## config.mk

```make
export PLATFORM = sky130hd
export DESIGN_NAME = xxhash32_stream
export DESIGN_NICKNAME = d
export VERILOG_FILES = /design/src/rtl/xxh_pkg.sv /design/src/rtl/xxh_if.sv /design/src/rtl/xxh_front.sv /design/src/rtl/xxh_back.sv /design/src/rtl/xxhash32_stream.sv
export SDC_FILE = /design/constraint.sdc
export NUM_CORES = 2
export LEC_CHECK = 0
export ABC_AREA = 1
export BUFFER_PORTS_ARGS = -buffer_cell sky130_fd_sc_hd__buf_2
export CAP_MARGIN = 20
export CORE_ASPECT_RATIO = 1.1
export CORE_UTILIZATION = 65
export DETAILED_ROUTE_END_ITERATION = 7
export PLACE_DENSITY = 0.82
export SYNTH_ARGS = -nofsm -noshare
export SYNTH_HDL_FRONTEND = slang
export SYNTH_HIERARCHICAL = 1
export SYNTH_SLANG_ARGS = --single-unit
```

## constraint.sdc

```tcl
create_clock -name clock -period 24.4 [get_ports clock]
set_input_delay 1.22 -clock clock [delete_from_list [all_inputs] [get_ports clock]]
set_output_delay 1.22 -clock clock [all_outputs]
set_load 0.005 [all_outputs]
```

## src/rtl/xxh_pkg.sv

```systemverilog
// Package: xxHash32 constants, queue entry type and helper functions.
`default_nettype none
package xxh_pkg;
   localparam logic [31:0] PRIME1 = 32'd2654435761;
   localparam logic [31:0] PRIME2 = 32'd2246822519;
   localparam logic [31:0] PRIME3 = 32'd3266489917;
   localparam logic [31:0] PRIME4 = 32'd668265263;
   localparam logic [31:0] PRIME5 = 32'd374761393;

   typedef struct packed {
      logic [31:0] data;
      logic [2:0]  nbytes;
      logic        last;
   } entry_type;

   function automatic logic [31:0] rotl32(input logic [31:0] x, input int r);
      rotl32 = (x << r) | (x >> (32 - r));
   endfunction
endpackage
`default_nettype wire

```

## src/rtl/xxh_if.sv

```systemverilog
// Interfaces: valid/ready request channel and response channel.
`default_nettype none
interface xxh_req_if;
   logic        valid;
   logic        ready;
   logic [31:0] data;
   logic [2:0]  valid_bytes;
   logic        last;
   modport source (output valid, data, valid_bytes, last, input ready);
   modport sink (input valid, data, valid_bytes, last, output ready);
endinterface

interface xxh_rsp_if;
   logic        valid;
   logic        ready;
   logic [31:0] hash;
   modport source (output valid, hash, input ready);
   modport sink (input valid, hash, output ready);
endinterface
`default_nettype wire

```

## src/rtl/xxh_front.sv

```systemverilog
// Front end: accept requests, normalize byte count, push into a two-entry queue.
`default_nettype none
module xxh_front (
   input  wire logic            clock,
   input  wire logic            reset,
   xxh_req_if.sink              req,
   output xxh_pkg::entry_type   q_data,
   output logic                 q_valid,
   input  wire logic            q_pop
);
   xxh_pkg::entry_type mem_ff [2];
   xxh_pkg::entry_type mem_in;
   logic       wp_ff, rp_ff;
   logic [1:0] cnt_ff;
   logic       push;

   assign req.ready = (cnt_ff != 2'd2);
   assign push      = req.valid && req.ready;
   assign q_valid   = (cnt_ff != 2'd0);
   assign q_data    = mem_ff[rp_ff];

   always_comb begin
      mem_in.data   = req.data;
      mem_in.last   = req.last;
      if (!req.last || req.valid_bytes > 3'd4) begin
         mem_in.nbytes = 3'd4;
      end else begin
         mem_in.nbytes = req.valid_bytes;
      end
   end

   always_ff @(posedge clock) begin
      if (push) begin
         mem_ff[wp_ff] <= mem_in;
      end
      if (reset) begin
         wp_ff  <= 1'b0;
         rp_ff  <= 1'b0;
         cnt_ff <= 2'd0;
      end else begin
         if (push) wp_ff <= ~wp_ff;
         if (q_pop) rp_ff <= ~rp_ff;
         cnt_ff <= cnt_ff + {1'b0, push} - {1'b0, q_pop};
      end
   end
endmodule
`default_nettype wire

```

## src/rtl/xxh_back.sv

```systemverilog
// Back end: stripe absorption, finish sequence and avalanche with one shared multiplier.
`default_nettype none
module xxh_back (
   input  wire logic                clock,
   input  wire logic                reset,
   input  wire xxh_pkg::entry_type  q_data,
   input  wire logic                q_valid,
   output logic                     q_pop,
   xxh_rsp_if.source                rsp
);
   typedef enum logic [3:0] {
      S_IDLE, S_RND_MUL1, S_RND_MUL2, S_MERGE, S_W_MUL1, S_W_MUL2,
      S_B_MUL1, S_B_MUL2, S_AV1, S_AV2, S_AV3
   } state_type;

   state_type   state_ff;
   logic [31:0] acc_ff [4];
   logic [31:0] pend_ff [3];
   logic [1:0]  pcnt_ff;
   logic [31:0] total_ff;
   logic        seen_ff;
   logic [31:0] h_ff;
   logic [1:0]  idx_ff;
   logic [1:0]  lane_ff;
   logic [2:0]  nb_ff;
   logic [31:0] data_ff;
   logic [31:0] tmp_ff;
   logic [31:0] hash_ff;
   logic        rv_ff;
   logic        last_q_ff;
   logic [31:0] mul_a, mul_b, prod;
   logic [31:0] lane_w;

   assign q_pop     = (state_ff == S_IDLE) && q_valid;
   assign rsp.valid = rv_ff;
   assign rsp.hash  = hash_ff;
   assign prod      = mul_a * mul_b;
   assign lane_w    = (lane_ff == 2'd3) ? data_ff : pend_ff[lane_ff];

   always_comb begin
      mul_a = tmp_ff;
      mul_b = xxh_pkg::PRIME1;
      case (state_ff)
         S_RND_MUL1: begin mul_a = lane_w;                 mul_b = xxh_pkg::PRIME2; end
         S_RND_MUL2: begin mul_a = tmp_ff;                 mul_b = xxh_pkg::PRIME1; end
         S_W_MUL1:   begin mul_a = pend_ff[idx_ff];        mul_b = xxh_pkg::PRIME3; end
         S_W_MUL2:   begin mul_a = tmp_ff;                 mul_b = xxh_pkg::PRIME4; end
         S_B_MUL1:   begin mul_a = {24'd0, data_ff[7:0]};  mul_b = xxh_pkg::PRIME5; end
         S_B_MUL2:   begin mul_a = tmp_ff;                 mul_b = xxh_pkg::PRIME1; end
         S_AV1:      begin mul_a = h_ff ^ (h_ff >> 15);    mul_b = xxh_pkg::PRIME2; end
         S_AV2:      begin mul_a = h_ff ^ (h_ff >> 13);    mul_b = xxh_pkg::PRIME3; end
         default:    begin mul_a = tmp_ff;                 mul_b = xxh_pkg::PRIME1; end
      endcase
   end

   always_ff @(posedge clock) begin
      if (reset) begin
         state_ff  <= S_IDLE;
         acc_ff[0] <= xxh_pkg::PRIME1 + xxh_pkg::PRIME2;
         acc_ff[1] <= xxh_pkg::PRIME2;
         acc_ff[2] <= 32'd0;
         acc_ff[3] <= 32'd0 - xxh_pkg::PRIME1;
         pcnt_ff   <= 2'd0;
         total_ff  <= 32'd0;
         seen_ff   <= 1'b0;
         rv_ff     <= 1'b0;
      end else begin
         if (rv_ff && rsp.ready && state_ff != S_AV3) rv_ff <= 1'b0;
         case (state_ff)
            S_IDLE: begin
               if (q_valid) begin
                  total_ff <= total_ff + {29'd0, q_data.nbytes};
                  data_ff  <= q_data.data;
                  nb_ff    <= q_data.nbytes;
                  idx_ff   <= 2'd0;
                  lane_ff  <= 2'd0;
                  if (q_data.nbytes == 3'd4 && pcnt_ff != 2'd3) begin
                     pend_ff[pcnt_ff] <= q_data.data;
                     pcnt_ff <= pcnt_ff + 2'd1;
                     state_ff <= q_data.last ? S_MERGE : S_IDLE;
                  end else if (q_data.nbytes == 3'd4) begin
                     state_ff <= S_RND_MUL1;
                  end else begin
                     state_ff <= S_MERGE;
                  end
               end
            end
            S_RND_MUL1: begin
               tmp_ff   <= xxh_pkg::rotl32(acc_ff[lane_ff] + prod, 13);
               state_ff <= S_RND_MUL2;
            end
            S_RND_MUL2: begin
               acc_ff[lane_ff] <= prod;
               lane_ff <= lane_ff + 2'd1;
               if (lane_ff == 2'd3) begin
                  pcnt_ff  <= 2'd0;
                  seen_ff  <= 1'b1;
                  nb_ff    <= 3'd0;
                  state_ff <= last_q_ff ? S_MERGE : S_IDLE;
               end else begin
                  state_ff <= S_RND_MUL1;
               end
            end
            S_MERGE: begin
               h_ff <= (seen_ff ? (xxh_pkg::rotl32(acc_ff[0], 1) +
                                   xxh_pkg::rotl32(acc_ff[1], 7) +
                                   xxh_pkg::rotl32(acc_ff[2], 12) +
                                   xxh_pkg::rotl32(acc_ff[3], 18))
                                : xxh_pkg::PRIME5) + total_ff;
               if (pcnt_ff != 2'd0) state_ff <= S_W_MUL1;
               else if (nb_ff != 3'd0 && nb_ff != 3'd4) state_ff <= S_B_MUL1;
               else state_ff <= S_AV1;
            end
            S_W_MUL1: begin
               tmp_ff   <= xxh_pkg::rotl32(h_ff + prod, 17);
               state_ff <= S_W_MUL2;
            end
            S_W_MUL2: begin
               h_ff   <= prod;
               idx_ff <= idx_ff + 2'd1;
               if (idx_ff + 2'd1 != pcnt_ff) state_ff <= S_W_MUL1;
               else if (nb_ff != 3'd0 && nb_ff != 3'd4) state_ff <= S_B_MUL1;
               else state_ff <= S_AV1;
            end
            S_B_MUL1: begin
               tmp_ff   <= xxh_pkg::rotl32(h_ff + prod, 11);
               state_ff <= S_B_MUL2;
            end
            S_B_MUL2: begin
               h_ff    <= prod;
               data_ff <= data_ff >> 8;
               nb_ff   <= nb_ff - 3'd1;
               state_ff <= (nb_ff == 3'd1) ? S_AV1 : S_B_MUL1;
            end
            S_AV1: begin
               h_ff     <= prod;
               state_ff <= S_AV2;
            end
            S_AV2: begin
               h_ff     <= prod;
               state_ff <= S_AV3;
            end
            S_AV3: begin
               if (!rv_ff || rsp.ready) begin
                  hash_ff   <= h_ff ^ (h_ff >> 16);
                  rv_ff     <= 1'b1;
                  acc_ff[0] <= xxh_pkg::PRIME1 + xxh_pkg::PRIME2;
                  acc_ff[1] <= xxh_pkg::PRIME2;
                  acc_ff[2] <= 32'd0;
                  acc_ff[3] <= 32'd0 - xxh_pkg::PRIME1;
                  pcnt_ff   <= 2'd0;
                  total_ff  <= 32'd0;
                  seen_ff   <= 1'b0;
                  state_ff  <= S_IDLE;
               end
            end
            default: state_ff <= S_IDLE;
         endcase
      end
   end

   always_ff @(posedge clock) begin
      if (reset) begin
         last_q_ff <= 1'b0;
      end else if (q_pop) begin
         last_q_ff <= q_data.last;
      end
   end
endmodule
`default_nettype wire

```

## src/rtl/xxhash32_stream.sv

```systemverilog
// Top level: streaming xxHash32 (seed zero) over little-endian 32-bit words.
// Throughput: one word per cycle while buffering; the fourth word of a stripe is held while
// the shared multiplier updates each lane in turn (S_RND_MUL1, then S_RND_MUL2).
// A last request, once popped, runs merge, held-word and tail-byte rounds, then avalanche,
// preceded by a lane update if it ends a stripe; when idle, pop is the cycle after acceptance.
// Synchronous active-high reset clears accumulators, counts and both channels.
`default_nettype none
module xxhash32_stream (
   input wire logic clock,
   input wire logic reset,
   input  wire logic        req_valid,
   output logic             req_ready,
   input  wire logic [31:0] req_data,
   input  wire logic [2:0]  req_valid_bytes,
   input  wire logic        req_last,
   output logic             rsp_valid,
   input  wire logic        rsp_ready,
   output logic [31:0]      rsp_hash
);
   xxh_req_if req ();
   xxh_rsp_if rsp ();
   xxh_pkg::entry_type q_data;
   logic q_valid, q_pop;

   assign req.valid       = req_valid;
   assign req.data        = req_data;
   assign req.valid_bytes = req_valid_bytes;
   assign req.last        = req_last;
   assign req_ready       = req.ready;
   assign rsp_valid       = rsp.valid;
   assign rsp_hash        = rsp.hash;
   assign rsp.ready       = rsp_ready;

   xxh_front u_front (.clock, .reset, .req(req.sink), .q_data, .q_valid, .q_pop);
   xxh_back  u_back  (.clock, .reset, .q_data, .q_valid, .q_pop, .rsp(rsp.source));
endmodule
`default_nettype wire

```

; ---- Yosys cells after proc, flatten, opt, wreduce, memory -nomap -nowiden
; Memory sizes are Yosys's and may differ from the RTL's. A register that Yosys moved wholly into a read port is not among the register bits.
; Index checks and enable logic that the tools add are counted.
[word_totals]
reg_bits = 180
n_memories = 3
ramBits = 296
[mem_list]
columns = name, depth, width, rd, rd_ports_with_merged_regs, write_ports, line_no
row1 = u_back.acc_ff, 4, 32, 5, 1, 4, xxh_back.sv:17  ; logic [31:0] acc_ff [4];
row2 = u_back.pend_ff, 3, 32, 2, 2, 1, xxh_back.sv:18  ; logic [31:0] pend_ff [3];
row3 = u_front.mem_ff, 2, 36, 1, 1, 1, xxh_front.sv:11  ; xxh_pkg::entry_type mem_ff [2];
[classes]
n_addsub = 13
n_lt_le_gt_ge = 1
reduce_logical = 38
eq_ne = 22
multipliers = 1
mux = 69
bitwise = 17
[op_table]
columns = operator, count
row1 = 32-bit two-way mux, 10
row2 = 32-bit adder, 6
row3 = 32-bit one-hot mux with 2 select lines, 3
row4 = 32-bit one-hot mux with 5 select lines, 1
row5 = 32-bit one-hot mux with 4 select lines, 1
row6 = 32-bit one-hot mux with 3 select lines, 1
row7 = 4-bit one-hot mux with 11 select lines, 1
row8 = 32-bit by 3-bit adder with 32-bit output, 1
row9 = 32-bit by 32-bit multiplier with 32-bit output, 1
row10 = 4-bit two-way mux, 8
row11 = 32-bit by 1-bit bitwise OR with 32-bit output, 1
row12 = 32-bit by 11-bit bitwise OR with 32-bit output, 1
row13 = 32-bit by 12-bit bitwise OR with 32-bit output, 1
row14 = 32-bit by 13-bit bitwise OR with 32-bit output, 1
row15 = 32-bit by 17-bit bitwise OR with 32-bit output, 1
row16 = 32-bit by 18-bit bitwise OR with 32-bit output, 1
row17 = 32-bit by 7-bit bitwise OR with 32-bit output, 1
row18 = 32-bit OR reduction, 1
row19 = 32-bit by 16-bit bitwise XOR with 32-bit output, 1
row20 = 32-bit by 17-bit bitwise XOR with 32-bit output, 1
row21 = 32-bit by 19-bit bitwise XOR with 32-bit output, 1
row22 = 1-bit two-way mux, 24
row23 = 2-bit two-way mux, 12
row24 = 3-bit AND reduction, 6
row25 = 35 further kinds, 75

; ---- Longest topological paths before layout
[logic_depth]
depth_word = 8
ltp_mapped = 55
mapped_depth_nobuf = 53

; ---- By module
; The synthesis kept the hierarchy.
[by_module_without_submodules]
columns = mod, n_inst, seq_area_each_um2, cells_per_inst, area_per_inst_um2
row1 = xxh_back, 1, 11681.2, 5083, 42245.5
row2 = xxh_front, 1, 2262.2, 150, 2999.1

; ---- Least setup slack after synthesis
; No wires, ideal clock.
[synth_path]
kind = register to register
startpoint = reg u_back.state_ff[3]
endpoint = reg u_back.tmp_ff[10], data pin
path_slack_ps = 14720
stages_incl_launch_ff = 48
t_arrival_ps = 9427
synth_period_minus_slack_ps = 9680
t_required_ps = 24146
cell_sequence = dfxtp_1 inv_2 nor2_1 nand2_2 nand2_4 nor2_4 inv_4 nor2_8 inv_2 clkbuf_1 buf_1 nand2_1 fa_1 inv_1 fa_1 fa_1 fa_1 ha_1 [... 12 more ...] a21oi_1 o21ai_0 a21oi_1 o21ai_0 a21oi_1 xor2_1 inv_1 ha_1 a21oi_1 o21a_1 nor2_1 a2111oi_0 nand2_1 xor2_1 inv_1 nand3_1 nand3_1 nand2_1
[synth_via]
elab_chain_cells = 7
[synth_lines]
columns = item, line_no
row1 = "start, declared", xxh_back.sv:16  ; state_type state_ff;
row2 = "start signal, assigned", xxh_back.sv:80  ; state_ff <= q_data.last ? S_MERGE : S_IDLE;
row3 = "start signal, assigned", xxh_back.sv:99  ; state_ff <= last_q_ff ? S_MERGE : S_IDLE;
row4 = "start signal, assigned", xxh_back.sv:133  ; state_ff <= (nb_ff == 3'd1) ? S_AV1 : S_B_MUL1;
row5 = 4-bit by 3-bit equality test with 1-bit output (tied with other cells), xxh_back.sv:43  ; case (state_ff)
row6 = 2-bit OR reduction (no source line), --
row7 = 32-bit one-hot mux with 4 select lines, xxh_back.sv:43
row8 = 32-bit by 32-bit multiplier with 32-bit output (*), xxh_back.sv:37  ; assign prod = mul_a * mul_b;
row9 = net u_back.prod[26], xxh_back.sv:31  ; logic [31:0] mul_a, mul_b, prod;
row10 = "32-bit adder, on equally long branches", "xxh_back.sv:126, xxh_back.sv:89"
row11 = 32-bit by 11-bit bitwise OR with 32-bit output or 32-bit by 13-bit bitwise OR with 32-bit output (tied branches), xxh_pkg.sv:17  ; rotl32 = (x << r) | (x >> (32 - r));
row12 = 32-bit one-hot mux with 3 select lines (*), xxh_back.sv:69  ; case (state_ff)
row13 = "end signal, assigned", xxh_back.sv:89  ; tmp_ff <= xxh_pkg::rotl32(acc_ff[lane_ff] + prod, 13);
row14 = "end signal, assigned", xxh_back.sv:115  ; tmp_ff <= xxh_pkg::rotl32(h_ff + prod, 17);
row15 = "end signal, assigned", xxh_back.sv:126  ; tmp_ff <= xxh_pkg::rotl32(h_ff + prod, 11);
row16 = "end, declared", xxh_back.sv:27  ; logic [31:0] tmp_ff;
; The timed path passes the listed nets; every way through them passes the cells marked *.
; A chain may end at the register's enable or synchronous reset.

; ---- Final worst setup path
[layout_path]
startpoint = reg u_back.state_ff[0]
endpoint = reg u_back.tmp_ff[10], data pin
; Same word-level chain as after synthesis.

==> reports/qor.yml <==
floorplan:
  rows: 101
  dieArea_sq_um: 70700
  die_w_um: 254
  io-pin-count: 74
  initial_utilization: 0.656
  coreArea_sq_um: 69000
  die_h_um: 279
worst_setup_path:
  crit_path_start_kind: "flip-flop"
  worstSetupEndpointType: "flip-flop"
  cp_max_fo: 45
  critPathMaxStageDelay_ps: 740
  arrival_ps: 13560
  worstSetupPathType: "reg2reg"
  required_ps: 24740
  slowest_stage: "nor2_4"
  cpMostUsedCell: "fa_1"
clocking:
  cts_resized: 0
  path_clk_slew_ps: 70
  h-tree-depth: 2
  clock_sinks: 481
  hold_buffers: 0
  clock_tree.buffer_depth: 3
  root_buffer: "clkbuf_16"
  cts_setup_buffers: 0
  cts_tree: "done"
  clk_latency_ps: 590
  numCtsBuffers: 44
routing:
  vias_per_cell: 6.29
  ant_nets: 0
  drc_errors: 27
  via_count: 39100
  drtIter0Drc: 5727
  drt-wirelength-per-cell_um: 27.2
  first_pass_iters: 8
  drt_wl_total_um: 169000
finish:
  drive_above_1_share: 0.0728
  nets: 6030
  final_cell_mix: "962 x nand2_1, 918 x inv_1, 601 x nor2_1"
  area_growth_syn_to_layout_pct: 5.93
  layout_commonest_cell: "nand2_1"
  antennaDiodeCount: 0
timing:
  finalCritPeriodShare: 0.542
  rsz0062_at_grt: "no"
  setup_viol: 0
  holdWs_ps: 512
  worst_slack_ps: 11180
  slew_viol_final: 0
  tightestPinTransition_ps: 1150
  finalClockSkew_ps: 24.0
  slew-limit-headroom: 0.223
  max_freq_mhz: 75.6
  tns_ps: 0
  hold_viol_final: 0
  finalCriticalPeriod_ps: 13220
yosys:
  ys_warn_count: 6
  syn_inst: 5233
  ys.flop_type: "edfxtp_1"
  synth_area_per_cell_sq_um: 8.65
  yosysTopAreaCell: "edfxtp_1"
  ys_seq_area_frac: 0.308
  yosys_register_bits: 481
  synth_top_area_share: 0.286
  synthTopCellsByArea: "edfxtp_1 29%, fa_1 21%, nand2_1 8.0%"
  synth_edf_count: 431
  ys_async_sr_fraction: 0
  syn_nets: 6010
  synthesis.area_sq_um: 45200
  ys_types: 67
place:
  routabilityCongestion: 1.07
  port_buffers: 73
  place_ws_ps: 11510
  dp_hpwl_um: 130000
global_routing:
  antenna_found_initial: 8
  grt_pass1_vias: 38800
  grt_use_total: 0.484
  grt_overflow: 0
  grt_max_degree: 68
  grt_pass1_wl_um: 246000
job:
  maxCapViolations: 0
min_path:
  hold_path_class: "reg2reg"
status:
  failed_checks: "DRC"
  status: "complete, but fails checks"
==> worst max-delay path, delay by kind of cell, from the launching register on <==
family          cells  cell delay [ps]
flops               1              440
compound gates     11             2670
fa+ha+maj          10             4170
xor+xnor            2              690
simple gates       14             3630
buf+inv             8             1280
==> kinds of logic after synthesis <==
kind of cell | count (synthesis) | synth area share
compound gates | 737 | 0.0911
xor+xnor | 133 | 0.0257
fa+ha+maj | 737 | 0.282
buf+inv | 1096 | 0.0935
flops | 481 | 0.308
mux | 38 | 0.0119
simple gates | 2011 | 0.188
==> state kept, by name (all words and copies together) (netlist names), named ones only <==
signal            cells
u_back/pend_ff       96
u_front/mem_ff       72
u_front/cnt_ff        2
u_back/h_ff          32
u_back/nb_ff          3
u_back/data_ff       32
u_back/total_ff      32
u_back/acc_ff       128
u_back/tmp_ff        32
u_back/idx_ff         2
u_front/rp_ff         1
u_front/wp_ff         1
u_back/rsp.valid      1
u_back/last_q_ff      1
u_back/rsp.hash      32
u_back/seen_ff        1
u_back/pcnt_ff        2
u_back/lane_ff        2
u_back/state_ff       4
==> stage by stage <==
stage | cells | instance area (sq um) | util
2_1_floorplan | 5233 | 45200 | -
3_3_place_gp | 6134 | 46500 | 0.674
3_5_place_dp | 6134 | 46500 | 0.674
4_1_cts | 6215 | 47900 | 0.695
5_1_grt | 6215 | 47900 | 0.695
6_report | 6215 | 47900 | 0.695
==> worst paths after layout <==
path	depth (start not counted)	slack (ps)	startpoint	end
worst max-delay path	45	11180	u_back/state_ff[0]$_SDFFE_PP0P_	u_back/tmp_ff[10]$_DFFE_PP_
worst min register to register	2	510	u_back/total_ff[0]$_SDFFE_PP0P_	u_back/total_ff[0]$_SDFFE_PP0P_
worst max register to register	45	11180	u_back/state_ff[0]$_SDFFE_PP0P_	u_back/tmp_ff[10]$_DFFE_PP_
worst min-delay path	2	510	u_back/total_ff[0]$_SDFFE_PP0P_	u_back/total_ff[0]$_SDFFE_PP0P_
==> area by class of cell <==
| class | count | area, sq um |
|---|---|---|
| Fill cell | 5348 | 21100 |
| Sequential cell | 481 | 13900 |
| Multi-Input combinational cell | 3656 | 27100 |
| Inverter | 945 | 3550 |
| Clock buffer | 58 | 1170 |
| Clock inverter | 23 | 218 |
| Timing Repair Buffer | 125 | 756 |
| Tap cell | 927 | 1160 |
==> Yosys cell counts (all sizes together), types with 11 or more instances <==
library cell / number
o21a: 14
fa: 470
clkinv: 11
dfxtp: 50
nand2: 979
o22ai: 36
o211ai: 36
inv: 934
o221ai: 13
nand4: 33
a31oi: 15
mux2: 38
xor2: 90
nand3: 231
o21ai: 278
nor2: 628
ha: 267
o21bai: 13
edfxtp: 431
buf: 45
clkbuf: 106
nor3: 43
xnor2: 43
or2: 77
a21oi: 280
==> layer usage <==
metal / track usage / up-vias / wire [um]
met5: 0 / - / 54
met4: 0.385 / 8 / 17000
met3: 0.143 / 802 / 22400
met2: 0.755 / 3045 / 75200
met1: 0.555 / 18400 / 54200
li1: - / 16800 / -
Power is left out: the tool's default activity adds up to more than one toggle a clock period on the data nets, which glitch-free logic cannot reach.
